==> src/hw/rtl/cftm_pkg.sv <==
// ----------------------------------------------------------------------------
// cftm_pkg
// Shared types and constants of the cpu frequency throttle monitor: field
// widths, stream packing offsets, register codes, controller states and the
// command and status groups between controller and datapath.
// ----------------------------------------------------------------------------
package cftm_pkg;

    // field widths
    localparam int CIDX_W     = 3;
    localparam int CYC_W      = 64;
    localparam int WIN_W      = 40;
    localparam int FREQ_W     = 24;
    localparam int TS_W       = 64;
    localparam int CAP_W      = 11;
    localparam int MINWIN_W   = 20;
    localparam int LAT_W      = 30;
    localparam int SIM_W      = 11;
    localparam int CFG_IDX_W  = 2;
    localparam int CFG_DATA_W = 30;

    // capacity scale is 1024, applied as a shift
    localparam int CAP_SHIFT = 10;
    localparam logic [CAP_W-1:0] CAP_FULL = CAP_W'(1024);

    // register reset values
    localparam logic [MINWIN_W-1:0] MINWIN_RST = MINWIN_W'(3000);
    localparam logic [LAT_W-1:0]    LAT_RST    = LAT_W'(500000);
    localparam logic [SIM_W-1:0]    SIM_RST    = SIM_W'(1078);

    // input tdata layout, lowest field first
    localparam int IN_CIDX_LSB = 0;
    localparam int IN_ONL_LSB  = IN_CIDX_LSB + CIDX_W;
    localparam int IN_CYC_LSB  = IN_ONL_LSB + 1;
    localparam int IN_WIN_LSB  = IN_CYC_LSB + CYC_W;
    localparam int IN_TGT_LSB  = IN_WIN_LSB + WIN_W;
    localparam int IN_MAX_LSB  = IN_TGT_LSB + FREQ_W;
    localparam int IN_NOW_LSB  = IN_MAX_LSB + FREQ_W;
    localparam int IN_BITS     = IN_NOW_LSB + TS_W;
    localparam int IN_TDATA_W  = ((IN_BITS + 7) / 8) * 8;

    // output tdata layout, lowest field first
    localparam int OUT_TAKEN_LSB = 0;
    localparam int OUT_MEAS_LSB  = OUT_TAKEN_LSB + 1;
    localparam int OUT_SVAL_LSB  = OUT_MEAS_LSB + FREQ_W;
    localparam int OUT_SCALE_LSB = OUT_SVAL_LSB + 1;
    localparam int OUT_THR_LSB   = OUT_SCALE_LSB + CAP_W;
    localparam int OUT_CVAL_LSB  = OUT_THR_LSB + 1;
    localparam int OUT_CAP_LSB   = OUT_CVAL_LSB + 1;
    localparam int OUT_BITS      = OUT_CAP_LSB + CAP_W;
    localparam int OUT_TDATA_W   = ((OUT_BITS + 7) / 8) * 8;

    // shared divider operand widths
    localparam int DVD_W = CYC_W;
    localparam int DVS_W = WIN_W;

    typedef enum logic [CFG_IDX_W-1:0] {
        CFG_MIN_WINDOW = 2'd0,
        CFG_LATENCY    = 2'd1,
        CFG_SIMILARITY = 2'd2
    } t_cfg_idx;

    typedef enum logic [2:0] {
        S_IDLE,
        S_CHECK,
        S_DIV_MEAS,
        S_CLAMP,
        S_COMPARE,
        S_DETECT,
        S_DIV_SCALE,
        S_DONE
    } t_state;

    typedef struct packed {
        logic load_in;
        logic start_meas_div;
        logic latch_meas;
        logic latch_cmp;
        logic update_det;
        logic start_scale_div;
        logic latch_scale;
        logic load_out;
    } t_cmd;

    typedef struct packed {
        logic reject;
        logic div_busy;
        logic div_done;
        logic meas_zero;
        logic need_scale_div;
    } t_status;

endpackage

==> src/hw/rtl/cpu_frequency_throttle_monitor.sv <==
// ----------------------------------------------------------------------------
// cpu_frequency_throttle_monitor
// Per-core frequency measurement, frequency scale and throttle detection
// from cycle count samples.
//
//   channel   direction  handshake                      payload
//   s_axis    in         s_axis_tvalid / s_axis_tready  s_axis_tdata (sample)
//   m_axis    out        m_axis_tvalid / m_axis_tready  m_axis_tdata (result)
//   cfg       in         i_cfg_valid / o_cfg_ready      i_cfg_index, i_cfg_data
//
// One sample at a time; the time from acceptance to result is set mostly by
// the shared restoring divider, one quotient bit per cycle over 64 bits,
// used twice when the frequency scale needs a division, once when it does
// not, and not at all when the sample is rejected.
// Reset (synchronous, active low) clears the per-core throttle state and
// loads the register defaults. The next sample is taken while a result
// still waits in the output register; a stalled output holds the controller
// only once a second result is ready.
// ----------------------------------------------------------------------------
module cpu_frequency_throttle_monitor #(
    parameter int NUM_CORES = 8
) (
    input  logic                              i_clk,
    input  logic                              i_rst_n,
    // core_index[2:0], core_online[3], scaled_cycles[67:4], window_ns[107:68],
    // target_khz[131:108], max_khz[155:132], now_ns[219:156], zero fill
    input  logic                              s_axis_tvalid,
    output logic                              s_axis_tready,
    input  logic [cftm_pkg::IN_TDATA_W-1:0]   s_axis_tdata,
    // sample_taken[0], meas_khz[24:1], scale_valid[25], freq_ratio[36:26],
    // throttled[37], capacity_valid[38], capacity[49:39], zero fill
    output logic                              m_axis_tvalid,
    input  logic                              m_axis_tready,
    output logic [cftm_pkg::OUT_TDATA_W-1:0]  m_axis_tdata,
    input  logic                              i_cfg_valid,
    output logic                              o_cfg_ready,
    input  logic [cftm_pkg::CFG_IDX_W-1:0]    i_cfg_index,
    input  logic [cftm_pkg::CFG_DATA_W-1:0]   i_cfg_data
);
    import cftm_pkg::*;

    t_cmd    w_cmd;
    t_status w_status;
    t_state  w_state;

    assign o_cfg_ready = 1'b1;

    cftm_dp #(
        .NUM_CORES (NUM_CORES)
    ) u_dp (
        .i_clk       (i_clk),
        .i_rst_n     (i_rst_n),
        .i_cfg_we    (i_cfg_valid & o_cfg_ready),
        .i_cfg_index (i_cfg_index),
        .i_cfg_data  (i_cfg_data),
        .i_in_tdata  (s_axis_tdata),
        .i_cmd       (w_cmd),
        .o_status    (w_status),
        .o_out_tdata (m_axis_tdata)
    );

    cftm_ctrl u_ctrl (
        .i_clk       (i_clk),
        .i_rst_n     (i_rst_n),
        .i_in_valid  (s_axis_tvalid),
        .o_in_ready  (s_axis_tready),
        .i_out_ready (m_axis_tready),
        .o_out_valid (m_axis_tvalid),
        .i_status    (w_status),
        .o_cmd       (w_cmd),
        .o_state     (w_state)
    );

    // a new sample never lands while the divider is still working
    a_load_idle_div: assert property (@(posedge i_clk) disable iff (!i_rst_n)
        w_cmd.load_in |-> !w_status.div_busy)
        else $error("sample loaded while divider busy");

    // divider completion is only seen while the controller waits for it
    a_done_in_div: assert property (@(posedge i_clk) disable iff (!i_rst_n)
        w_status.div_done |-> (w_state == S_DIV_MEAS || w_state == S_DIV_SCALE))
        else $error("divider done outside a division state");

    // a loaded result is presented on the next cycle
    a_load_shows: assert property (@(posedge i_clk) disable iff (!i_rst_n)
        w_cmd.load_out |=> m_axis_tvalid)
        else $error("result loaded but not valid");

    // a rejected sample carries an all-zero result
    a_reject_zero: assert property (@(posedge i_clk) disable iff (!i_rst_n)
        (m_axis_tvalid && !m_axis_tdata[OUT_TAKEN_LSB])
            |-> m_axis_tdata[OUT_BITS-1:OUT_MEAS_LSB] == '0)
        else $error("rejected sample with nonzero result fields");

endmodule

==> src/hw/rtl/cftm_div.sv <==
// ----------------------------------------------------------------------------
// cftm_div
// Restoring divider, one quotient bit per cycle. Shared by the frequency
// measurement and the frequency scale division.
// ----------------------------------------------------------------------------
module cftm_div (
    input  logic                        i_clk,
    input  logic                        i_rst_n,
    input  logic                        i_start,
    input  logic [cftm_pkg::DVD_W-1:0]  i_dividend,
    input  logic [cftm_pkg::DVS_W-1:0]  i_divisor,
    output logic                        o_busy,
    output logic                        o_done,
    output logic [cftm_pkg::DVD_W-1:0]  o_quotient
);
    import cftm_pkg::*;

    localparam int CNT_W = $clog2(DVD_W);
    localparam logic [CNT_W-1:0] CNT_LAST = CNT_W'(DVD_W - 1);

    logic             r_busy;
    logic             r_done;
    logic [CNT_W-1:0] r_cnt;
    logic [DVS_W-1:0] r_rem;
    logic [DVS_W-1:0] r_divisor;
    logic [DVD_W-1:0] r_work;

    logic [DVS_W:0]   w_rem_shift;
    logic             w_fits;
    logic [DVS_W:0]   w_rem_sub;
    logic [DVS_W-1:0] n_rem;

    // work register holds the remaining dividend bits on top, quotient below
    always_comb begin
        w_rem_shift = {r_rem, r_work[DVD_W-1]};
        w_fits      = w_rem_shift >= {1'b0, r_divisor};
        w_rem_sub   = w_rem_shift - {1'b0, r_divisor};
        n_rem       = w_fits ? w_rem_sub[DVS_W-1:0] : w_rem_shift[DVS_W-1:0];
    end

    always_ff @(posedge i_clk) begin
        if (!i_rst_n) begin
            r_busy <= 1'b0;
            r_done <= 1'b0;
            r_cnt  <= '0;
        end else begin
            r_done <= 1'b0;
            if (i_start) begin
                r_busy <= 1'b1;
                r_cnt  <= '0;
            end else if (r_busy) begin
                r_cnt <= r_cnt + 1'b1;
                if (r_cnt == CNT_LAST) begin
                    r_busy <= 1'b0;
                    r_done <= 1'b1;
                end
            end
        end
    end

    always_ff @(posedge i_clk) begin
        if (i_start) begin
            r_rem     <= '0;
            r_divisor <= i_divisor;
            r_work    <= i_dividend;
        end else if (r_busy) begin
            r_rem  <= n_rem;
            r_work <= {r_work[DVD_W-2:0], w_fits};
        end
    end

    assign o_busy     = r_busy;
    assign o_done     = r_done;
    assign o_quotient = r_work;

endmodule

==> src/hw/rtl/cftm_dp.sv <==
// ----------------------------------------------------------------------------
// cftm_dp
// Datapath: configuration registers, sample registers, the shared divider,
// the per-core throttle detector state and the result register.
// ----------------------------------------------------------------------------
module cftm_dp #(
    parameter int NUM_CORES = 8
) (
    input  logic                              i_clk,
    input  logic                              i_rst_n,
    input  logic                              i_cfg_we,
    input  logic [cftm_pkg::CFG_IDX_W-1:0]    i_cfg_index,
    input  logic [cftm_pkg::CFG_DATA_W-1:0]   i_cfg_data,
    input  logic [cftm_pkg::IN_TDATA_W-1:0]   i_in_tdata,
    input  cftm_pkg::t_cmd                    i_cmd,
    output cftm_pkg::t_status                 o_status,
    output logic [cftm_pkg::OUT_TDATA_W-1:0]  o_out_tdata
);
    import cftm_pkg::*;

    localparam int CORE_SEL_W = (NUM_CORES > 1) ? $clog2(NUM_CORES) : 1;
    localparam int SEL_EXT_W  = (CORE_SEL_W > CIDX_W) ? CORE_SEL_W : CIDX_W;
    localparam int PROD_W     = FREQ_W + SIM_W;

    // configuration
    logic [MINWIN_W-1:0] r_min_window;
    logic [LAT_W-1:0]    r_latency;
    logic [SIM_W-1:0]    r_similarity;

    // sample
    logic [CIDX_W-1:0] r_core_index;
    logic              r_online;
    logic [CYC_W-1:0]  r_cycles;
    logic [WIN_W-1:0]  r_window;
    logic [FREQ_W-1:0] r_target;
    logic [FREQ_W-1:0] r_max;
    logic [TS_W-1:0]   r_now;

    // intermediate results
    logic              r_taken;
    logic [FREQ_W-1:0] r_meas;
    logic              r_below;
    logic              r_elapsed_ge;
    logic              r_meas_lt_max;
    logic              r_thr;
    logic [CAP_W-1:0]  r_scale;
    logic [OUT_TDATA_W-1:0] r_out_tdata;

    // per-core detector state
    logic [TS_W-1:0]      r_start [NUM_CORES];
    logic [NUM_CORES-1:0] r_running;
    logic [NUM_CORES-1:0] r_flag;

    logic                  w_core_ok;
    logic [SEL_EXT_W-1:0]  w_core_ext;
    logic [CORE_SEL_W-1:0] w_core_sel;
    logic [DVD_W-1:0]      w_dividend;
    logic [DVS_W-1:0]      w_divisor;
    logic                  w_div_busy;
    logic                  w_div_done;
    logic [DVD_W-1:0]      w_quot;
    logic [FREQ_W-1:0]     w_meas_sat;
    logic [PROD_W-1:0]     w_prod;
    logic [PROD_W-1:0]     w_target_scaled;
    logic [TS_W-1:0]       w_start_eff;
    logic [TS_W-1:0]       w_elapsed;
    logic                  w_max_known;
    logic [CAP_W-1:0]      w_scale_out;
    logic [OUT_TDATA_W-1:0] n_out_tdata;

    always_comb begin
        w_core_ext = SEL_EXT_W'(r_core_index);
        w_core_sel = w_core_ext[CORE_SEL_W-1:0];
        w_core_ok  = int'(r_core_index) < NUM_CORES;
    end

    always_ff @(posedge i_clk) begin
        if (!i_rst_n) begin
            r_min_window <= MINWIN_RST;
            r_latency    <= LAT_RST;
            r_similarity <= SIM_RST;
        end else if (i_cfg_we) begin
            unique case (i_cfg_index)
                CFG_MIN_WINDOW: r_min_window <= i_cfg_data[MINWIN_W-1:0];
                CFG_LATENCY:    r_latency    <= i_cfg_data[LAT_W-1:0];
                CFG_SIMILARITY: r_similarity <= i_cfg_data[SIM_W-1:0];
                default: ;
            endcase
        end
    end

    always_ff @(posedge i_clk) begin
        if (i_cmd.load_in) begin
            r_core_index <= i_in_tdata[IN_CIDX_LSB +: CIDX_W];
            r_online     <= i_in_tdata[IN_ONL_LSB];
            r_cycles     <= i_in_tdata[IN_CYC_LSB +: CYC_W];
            r_window     <= i_in_tdata[IN_WIN_LSB +: WIN_W];
            r_target     <= i_in_tdata[IN_TGT_LSB +: FREQ_W];
            r_max        <= i_in_tdata[IN_MAX_LSB +: FREQ_W];
            r_now        <= i_in_tdata[IN_NOW_LSB +: TS_W];
        end
    end

    // divider operands: cycles / window first, then (meas * 1024) / max
    always_comb begin
        w_dividend = i_cmd.start_scale_div ? DVD_W'({r_meas, {CAP_SHIFT{1'b0}}}) : r_cycles;
        w_divisor  = i_cmd.start_scale_div ? DVS_W'(r_max) : r_window;
    end

    cftm_div u_div (
        .i_clk      (i_clk),
        .i_rst_n    (i_rst_n),
        .i_start    (i_cmd.start_meas_div | i_cmd.start_scale_div),
        .i_dividend (w_dividend),
        .i_divisor  (w_divisor),
        .o_busy     (w_div_busy),
        .o_done     (w_div_done),
        .o_quotient (w_quot)
    );

    always_comb begin
        w_meas_sat      = (|w_quot[DVD_W-1:FREQ_W]) ? '1 : w_quot[FREQ_W-1:0];
        w_prod          = PROD_W'(r_meas) * PROD_W'(r_similarity);
        w_target_scaled = PROD_W'({r_target, {CAP_SHIFT{1'b0}}});
        w_start_eff     = r_running[w_core_sel] ? r_start[w_core_sel] : r_now;
        w_elapsed       = r_now - w_start_eff;
        w_max_known     = r_max != '0;
    end

    always_ff @(posedge i_clk) begin
        if (!i_rst_n) begin
            r_taken <= 1'b0;
        end else if (i_cmd.load_in) begin
            r_taken <= 1'b0;
        end else if (i_cmd.latch_meas) begin
            r_taken <= w_quot != '0;
        end
    end

    always_ff @(posedge i_clk) begin
        if (i_cmd.latch_meas) begin
            r_meas <= w_meas_sat;
        end
        if (i_cmd.latch_cmp) begin
            r_below       <= w_prod < w_target_scaled;
            r_elapsed_ge  <= w_elapsed >= TS_W'(r_latency);
            r_meas_lt_max <= r_meas < r_max;
        end
        if (i_cmd.latch_scale) begin
            r_scale <= w_quot[CAP_W-1:0];
        end
    end

    // throttle detector: timer, flag and decision for the sampled core
    always_ff @(posedge i_clk) begin
        if (!i_rst_n) begin
            r_running <= '0;
            r_flag    <= '0;
        end else if (i_cmd.update_det && r_target != '0) begin
            if (r_below) begin
                r_running[w_core_sel] <= 1'b1;
                if (r_elapsed_ge) begin
                    r_flag[w_core_sel] <= 1'b1;
                end
            end else begin
                r_running[w_core_sel] <= 1'b0;
                r_flag[w_core_sel]    <= 1'b0;
            end
        end
    end

    always_ff @(posedge i_clk) begin
        if (i_cmd.update_det) begin
            if (r_target == '0) begin
                r_thr <= 1'b0;
            end else if (r_below) begin
                if (!r_running[w_core_sel]) begin
                    r_start[w_core_sel] <= r_now;
                end
                r_thr <= r_elapsed_ge | r_flag[w_core_sel];
            end else begin
                r_start[w_core_sel] <= '0;
                r_thr               <= 1'b0;
            end
        end
    end

    // scale and capacity are both 1024 once measured reaches max
    always_comb begin
        w_scale_out = r_meas_lt_max ? r_scale : CAP_FULL;
        n_out_tdata = '0;
        if (r_taken) begin
            n_out_tdata[OUT_TAKEN_LSB]          = 1'b1;
            n_out_tdata[OUT_MEAS_LSB +: FREQ_W] = r_meas;
            if (w_max_known) begin
                n_out_tdata[OUT_SVAL_LSB]           = 1'b1;
                n_out_tdata[OUT_SCALE_LSB +: CAP_W] = w_scale_out;
            end
            n_out_tdata[OUT_THR_LSB] = r_thr;
            if (r_thr && w_max_known) begin
                n_out_tdata[OUT_CVAL_LSB]         = 1'b1;
                n_out_tdata[OUT_CAP_LSB +: CAP_W] = w_scale_out;
            end
        end
    end

    always_ff @(posedge i_clk) begin
        if (i_cmd.load_out) begin
            r_out_tdata <= n_out_tdata;
        end
    end

    always_comb begin
        o_status.reject         = !r_online || !w_core_ok || r_window == '0
                                  || r_window < WIN_W'(r_min_window);
        o_status.div_busy       = w_div_busy;
        o_status.div_done       = w_div_done;
        o_status.meas_zero      = w_quot == '0;
        o_status.need_scale_div = w_max_known && r_meas_lt_max;
    end

    assign o_out_tdata = r_out_tdata;

endmodule

==> src/hw/rtl/cftm_ctrl.sv <==
// ----------------------------------------------------------------------------
// cftm_ctrl
// Controller: sequences check, measurement division, detector update and
// scale division for one sample, and owns the result valid flag.
// ----------------------------------------------------------------------------
module cftm_ctrl (
    input  logic              i_clk,
    input  logic              i_rst_n,
    input  logic              i_in_valid,
    output logic              o_in_ready,
    input  logic              i_out_ready,
    output logic              o_out_valid,
    input  cftm_pkg::t_status i_status,
    output cftm_pkg::t_cmd    o_cmd,
    output cftm_pkg::t_state  o_state
);
    import cftm_pkg::*;

    t_state r_state;
    t_state n_state;
    logic   r_out_valid;

    always_ff @(posedge i_clk) begin
        if (!i_rst_n) begin
            r_state <= S_IDLE;
        end else begin
            r_state <= n_state;
        end
    end

    always_comb begin
        n_state    = r_state;
        o_cmd      = '0;
        o_in_ready = 1'b0;
        unique case (r_state)
            S_IDLE: begin
                o_in_ready = 1'b1;
                if (i_in_valid) begin
                    o_cmd.load_in = 1'b1;
                    n_state       = S_CHECK;
                end
            end
            S_CHECK: begin
                if (i_status.reject) begin
                    n_state = S_DONE;
                end else begin
                    o_cmd.start_meas_div = 1'b1;
                    n_state              = S_DIV_MEAS;
                end
            end
            S_DIV_MEAS: begin
                if (i_status.div_done) begin
                    n_state = S_CLAMP;
                end
            end
            S_CLAMP: begin
                o_cmd.latch_meas = 1'b1;
                n_state = i_status.meas_zero ? S_DONE : S_COMPARE;
            end
            S_COMPARE: begin
                o_cmd.latch_cmp = 1'b1;
                n_state         = S_DETECT;
            end
            S_DETECT: begin
                o_cmd.update_det = 1'b1;
                if (i_status.need_scale_div) begin
                    o_cmd.start_scale_div = 1'b1;
                    n_state               = S_DIV_SCALE;
                end else begin
                    n_state = S_DONE;
                end
            end
            S_DIV_SCALE: begin
                if (i_status.div_done) begin
                    o_cmd.latch_scale = 1'b1;
                    n_state           = S_DONE;
                end
            end
            S_DONE: begin
                // wait for the result register to free up
                if (!r_out_valid || i_out_ready) begin
                    o_cmd.load_out = 1'b1;
                    n_state        = S_IDLE;
                end
            end
            default: begin
                n_state = S_IDLE;
            end
        endcase
    end

    always_ff @(posedge i_clk) begin
        if (!i_rst_n) begin
            r_out_valid <= 1'b0;
        end else if (o_cmd.load_out) begin
            r_out_valid <= 1'b1;
        end else if (i_out_ready) begin
            r_out_valid <= 1'b0;
        end
    end

    assign o_out_valid = r_out_valid;
    assign o_state     = r_state;

endmodule
==> config.mk <==
export PLATFORM = sky130hd
export DESIGN_NAME = cpu_frequency_throttle_monitor
export DESIGN_NICKNAME = d
export VERILOG_FILES = /design/src/hw/rtl/cftm_pkg.sv /design/src/hw/rtl/cpu_frequency_throttle_monitor.sv /design/src/hw/rtl/cftm_div.sv /design/src/hw/rtl/cftm_dp.sv /design/src/hw/rtl/cftm_ctrl.sv
export SDC_FILE = /design/constraint.sdc
export NUM_CORES = 2
export LEC_CHECK = 0
export ABC_CLOCK_PERIOD_IN_PS = 17430
export BUFFER_PORTS_ARGS = -buffer_cell sky130_fd_sc_hd__clkbuf_2
export CAP_MARGIN = 15
export CORE_ASPECT_RATIO = 1.1
export CORE_MARGIN = 3
export CORE_UTILIZATION = 46
export DETAILED_ROUTE_END_ITERATION = 16
export PLACE_DENSITY = 0.6
export REMOVE_ABC_BUFFERS = 1
export SETUP_SLACK_MARGIN = 0.5
export SYNTH_ARGS = -nofsm -noshare
export SYNTH_HDL_FRONTEND = slang
export SYNTH_SLANG_ARGS = --single-unit
==> constraint.sdc <==
create_clock -name i_clk -period 17.43 [get_ports i_clk]
set_clock_uncertainty 0.05 [all_clocks]
set_input_delay 3.486 -clock i_clk [delete_from_list [all_inputs] [get_ports i_clk]]
set_output_delay 3.486 -clock i_clk [all_outputs]
set_load 0.03 [all_outputs]
==> results_dict.tcl <==
set metrics [dict create \
    antenna_found_initial 15 \
    crit_fanout 66 \
    grt_use_total 0.2269 \
    cts_tree "yes" \
    numPortBuffers 308 \
    num_rows 134 \
    cts-resized-gates 0 \
    drv_slew 0 \
    hold_depth 2 \
    clkPwrFrac 0.257 \
    clock_sinks 1058 \
    ys_top_cells_by_count "edfxtp_1, nand2_1, inv_1" \
    ys_warn_count 0 \
    root_buffer "clkbuf_16" \
    tns_ns 0 \
    ys.flop_type "edfxtp_1" \
    drtPass1Iterations 7 \
    grt_max_degree 113 \
    ys_ff_latch 1058 \
    die_y_um 375.1 \
    core_area_mm2 0.1221 \
    drtIter0Drc 2611 \
    r2r_cells 28 \
    crit_arrival_ns 9.01 \
    max_slew_margin 0.2792 \
    drc 0 \
    synth_area_leader_cell "edfxtp_1" \
    cts_hold_buf 0 \
    vias 36740 \
    yosys.area.top_type_share 0.4876 \
    p_leak_nw 24.20 \
    die_w_um 341.5 \
    post-cts-setup-buffer-count 0 \
    syn_area_mm2 0.05697 \
    required_ns 17.69 \
    synth.distinct_cells 102 \
    p_sw_mw 3.198 \
    setup_viol 0 \
    vias_per_cell 5.563 \
    layout.nets 5598 \
    critPathKind "reg2reg" \
    crit_slowest_cell "dfxtp_4" \
    final_cells 6605 \
    syn_avg_cell_area_um2 12.34 \
    endpoint_kind "flop" \
    hold_class "reg2reg" \
    num_io_pins 320 \
    drv_cap 0 \
    comb_power_share 0.395 \
    ys_async_sr_fraction 0 \
    start_util 0.4667 \
    slowest_delay_ns 0.99 \
    nFillCells 10710 \
    postRouteAntennaNets 0 \
    synthCells 4617 \
    ff2ff_setup_slack_ns 8.67 \
    hold_slack_ns 0.4026 \
    die-area_mm2 0.1281 \
    yosysMostFrequentCell "edfxtp_1" \
    p_int_mw 5.904 \
    synth_edf_count 925 \
    grt_pass1_vias 37050 \
    area_growth_pct 11.87 \
    cts_made_buffers 110 \
    clk_pin_slew_ns 0.06 \
    htreeDepth 3 \
    routedWlPerCell_um 22.03 \
    worst_pin_slew_ns 1.081 \
    clockBufferDepth 3 \
    finish.utilization 0.5221 \
    gp_congestion 0.9397 \
    insertion_delay_ns 0.73 \
    rsz0062_at_grt "no" \
    dpl.cell_count 6390 \
    grt.overflow.total 0 \
    finalCriticalPeriod_ns 8.756 \
    yosys-top-cells-area "edfxtp_1, fa_1, ha_1" \
    status "complete, no violations" \
    dp_hpwl_mm 100.4 \
    hold_violations 0 \
    drive_above_1_share 0.1493 \
    sw_frac_of_total 0.3514 \
    p_per_area_mw_per_mm2 142.8 \
    ys_seq_area_frac 0.5343 \
    path_delay_family "compound AO/OA/AOI/OAI gates" \
    fin_crit_sh 0.5024 \
    max_freq_mhz 114.2 \
    ir_drop_mv 0.1555 \
    routed_wl_mm 145.5 \
    crit_buf_inv 2 \
    worst_r2r_endpoint "u_dp.r_elapsed_ge" \
    cp-start-kind "flop" \
    p_seq_frac 0.348 \
    grt_pass1_wl_mm 221.4 \
]
==> per-layer routing <==
metal,GRT usage,vias up,wire (µm)
met5,0,-,44
met4,0.08799,6,5187
met3,0.03723,219,8171
met2,0.3814,965,71620
met1,0.2946,18430,60500
li1,-,17120,-
==> area by class of cell <==
type	instances	area [µm²]	share of cell area
flip-flops and latches	1058	30450	0.4778
multi-input cells	2928	24110	0.3782
clock buffers	132	2878	0.04516
well taps	1632	2042	0.03204
repair buffers	365	1977	0.03102
inverters	407	1535	0.02409
clock inverters	74	718.2	0.01127
diodes	9	22.52	0.0003534
==> power by group through the flow <==
stage	Sequential [mW]	Combinational (mW)	Clock (mW)
2_1_floorplan	3.19	2.81	0
3_3_place_gp	3.22	3.54	0
3_5_place_dp	3.22	3.59	0
4_1_cts	3.17	3.63	2.40
5_1_grt	3.18	4.13	2.51
6_report	3.17	3.59	2.34
==> tightest hold or removal path, stage by stage (launching register included) <==
cell and delay, ns:
dfxtp_1 0.31, nand2_1 0.05, a21oi_1 0.05
==> state kept, by name, indices dropped and copies added, names as in the netlist, 20 cells and up, named ones only <==
signal / flops
u_dp.o_out_tdata: 50
u_dp.r_meas: 24
u_dp.r_latency: 30
u_dp.u_div.r_rem: 40
u_dp.r_max: 24
u_dp.u_div.r_divisor: 40
u_dp.r_window: 40
u_dp.r_cycles: 64
u_dp.r_now: 64
u_dp.u_div.o_quotient: 64
u_dp.r_start: 512
u_dp.r_min_window: 20
u_dp.r_target: 24
==> cell families (layout without fill, tap and decap cells) <==
group	after synthesis	count (layout)	synth area share
compound gates	786	786	0.08445
xor+xnor	101	101	0.01553
fa+ha+maj	467	467	0.1287
buf+inv	636	978	0.04515
flops	1058	1058	0.5343
mux	323	323	0.08620
other cells	2	16	0.0001318
simple gates	1244	1244	0.1056
==> how the worst max path moves through the flow <==
| stage | startpoint | to | slack [ns] | cells after the start |
|---|---|---|---|---|
| 2_1_floorplan | u_dp.r_window[9] | u_dp.u_div.o_quotient[0] | -0.28 | 13 |
| 3_3_place_gp | flop | u_dp.r_elapsed_ge | 8.71 | 28 |
| 3_5_place_dp | flop | u_dp.r_elapsed_ge | 8.63 | 28 |
| 4_1_cts | flop | u_dp.r_elapsed_ge | 8.60 | 28 |
| 5_1_grt | flop | u_dp.r_elapsed_ge | 8.08 | 27 |
| 6_report | flop | u_dp.r_elapsed_ge | 8.67 | 28 |
==> layout by cell type (no fill, tap or decap), drive strengths merged, types with 55 or more instances in the layout <==
cell type    n
mux4       131
fa         198
buf         57
a21o        55
mux2i      164
nor2       246
ha         269
and2       211
nand4       59
nand2      455
xnor2       64
dfxtp      133
a21oi      293
edfxtp     925
o21ai      204
inv        412
clkbuf     440
==> through the flow <==
| stage | power [mW] | setup WS (ns) | area (µm²) |
|---|---|---|---|
| 3_3_place_gp | 6.755 | 8.710 | 60100 |
| 5_1_grt | 9.822 | 8.084 | 63720 |
| 2_1_floorplan | 6.007 | -0.2843 | 55940 |
| 3_5_place_dp | 6.806 | 8.632 | 60110 |
| 6_report | 9.102 | 8.674 | 63730 |
| 4_1_cts | 9.195 | 8.604 | 63710 |
Power figures use the tool's default switching activity.
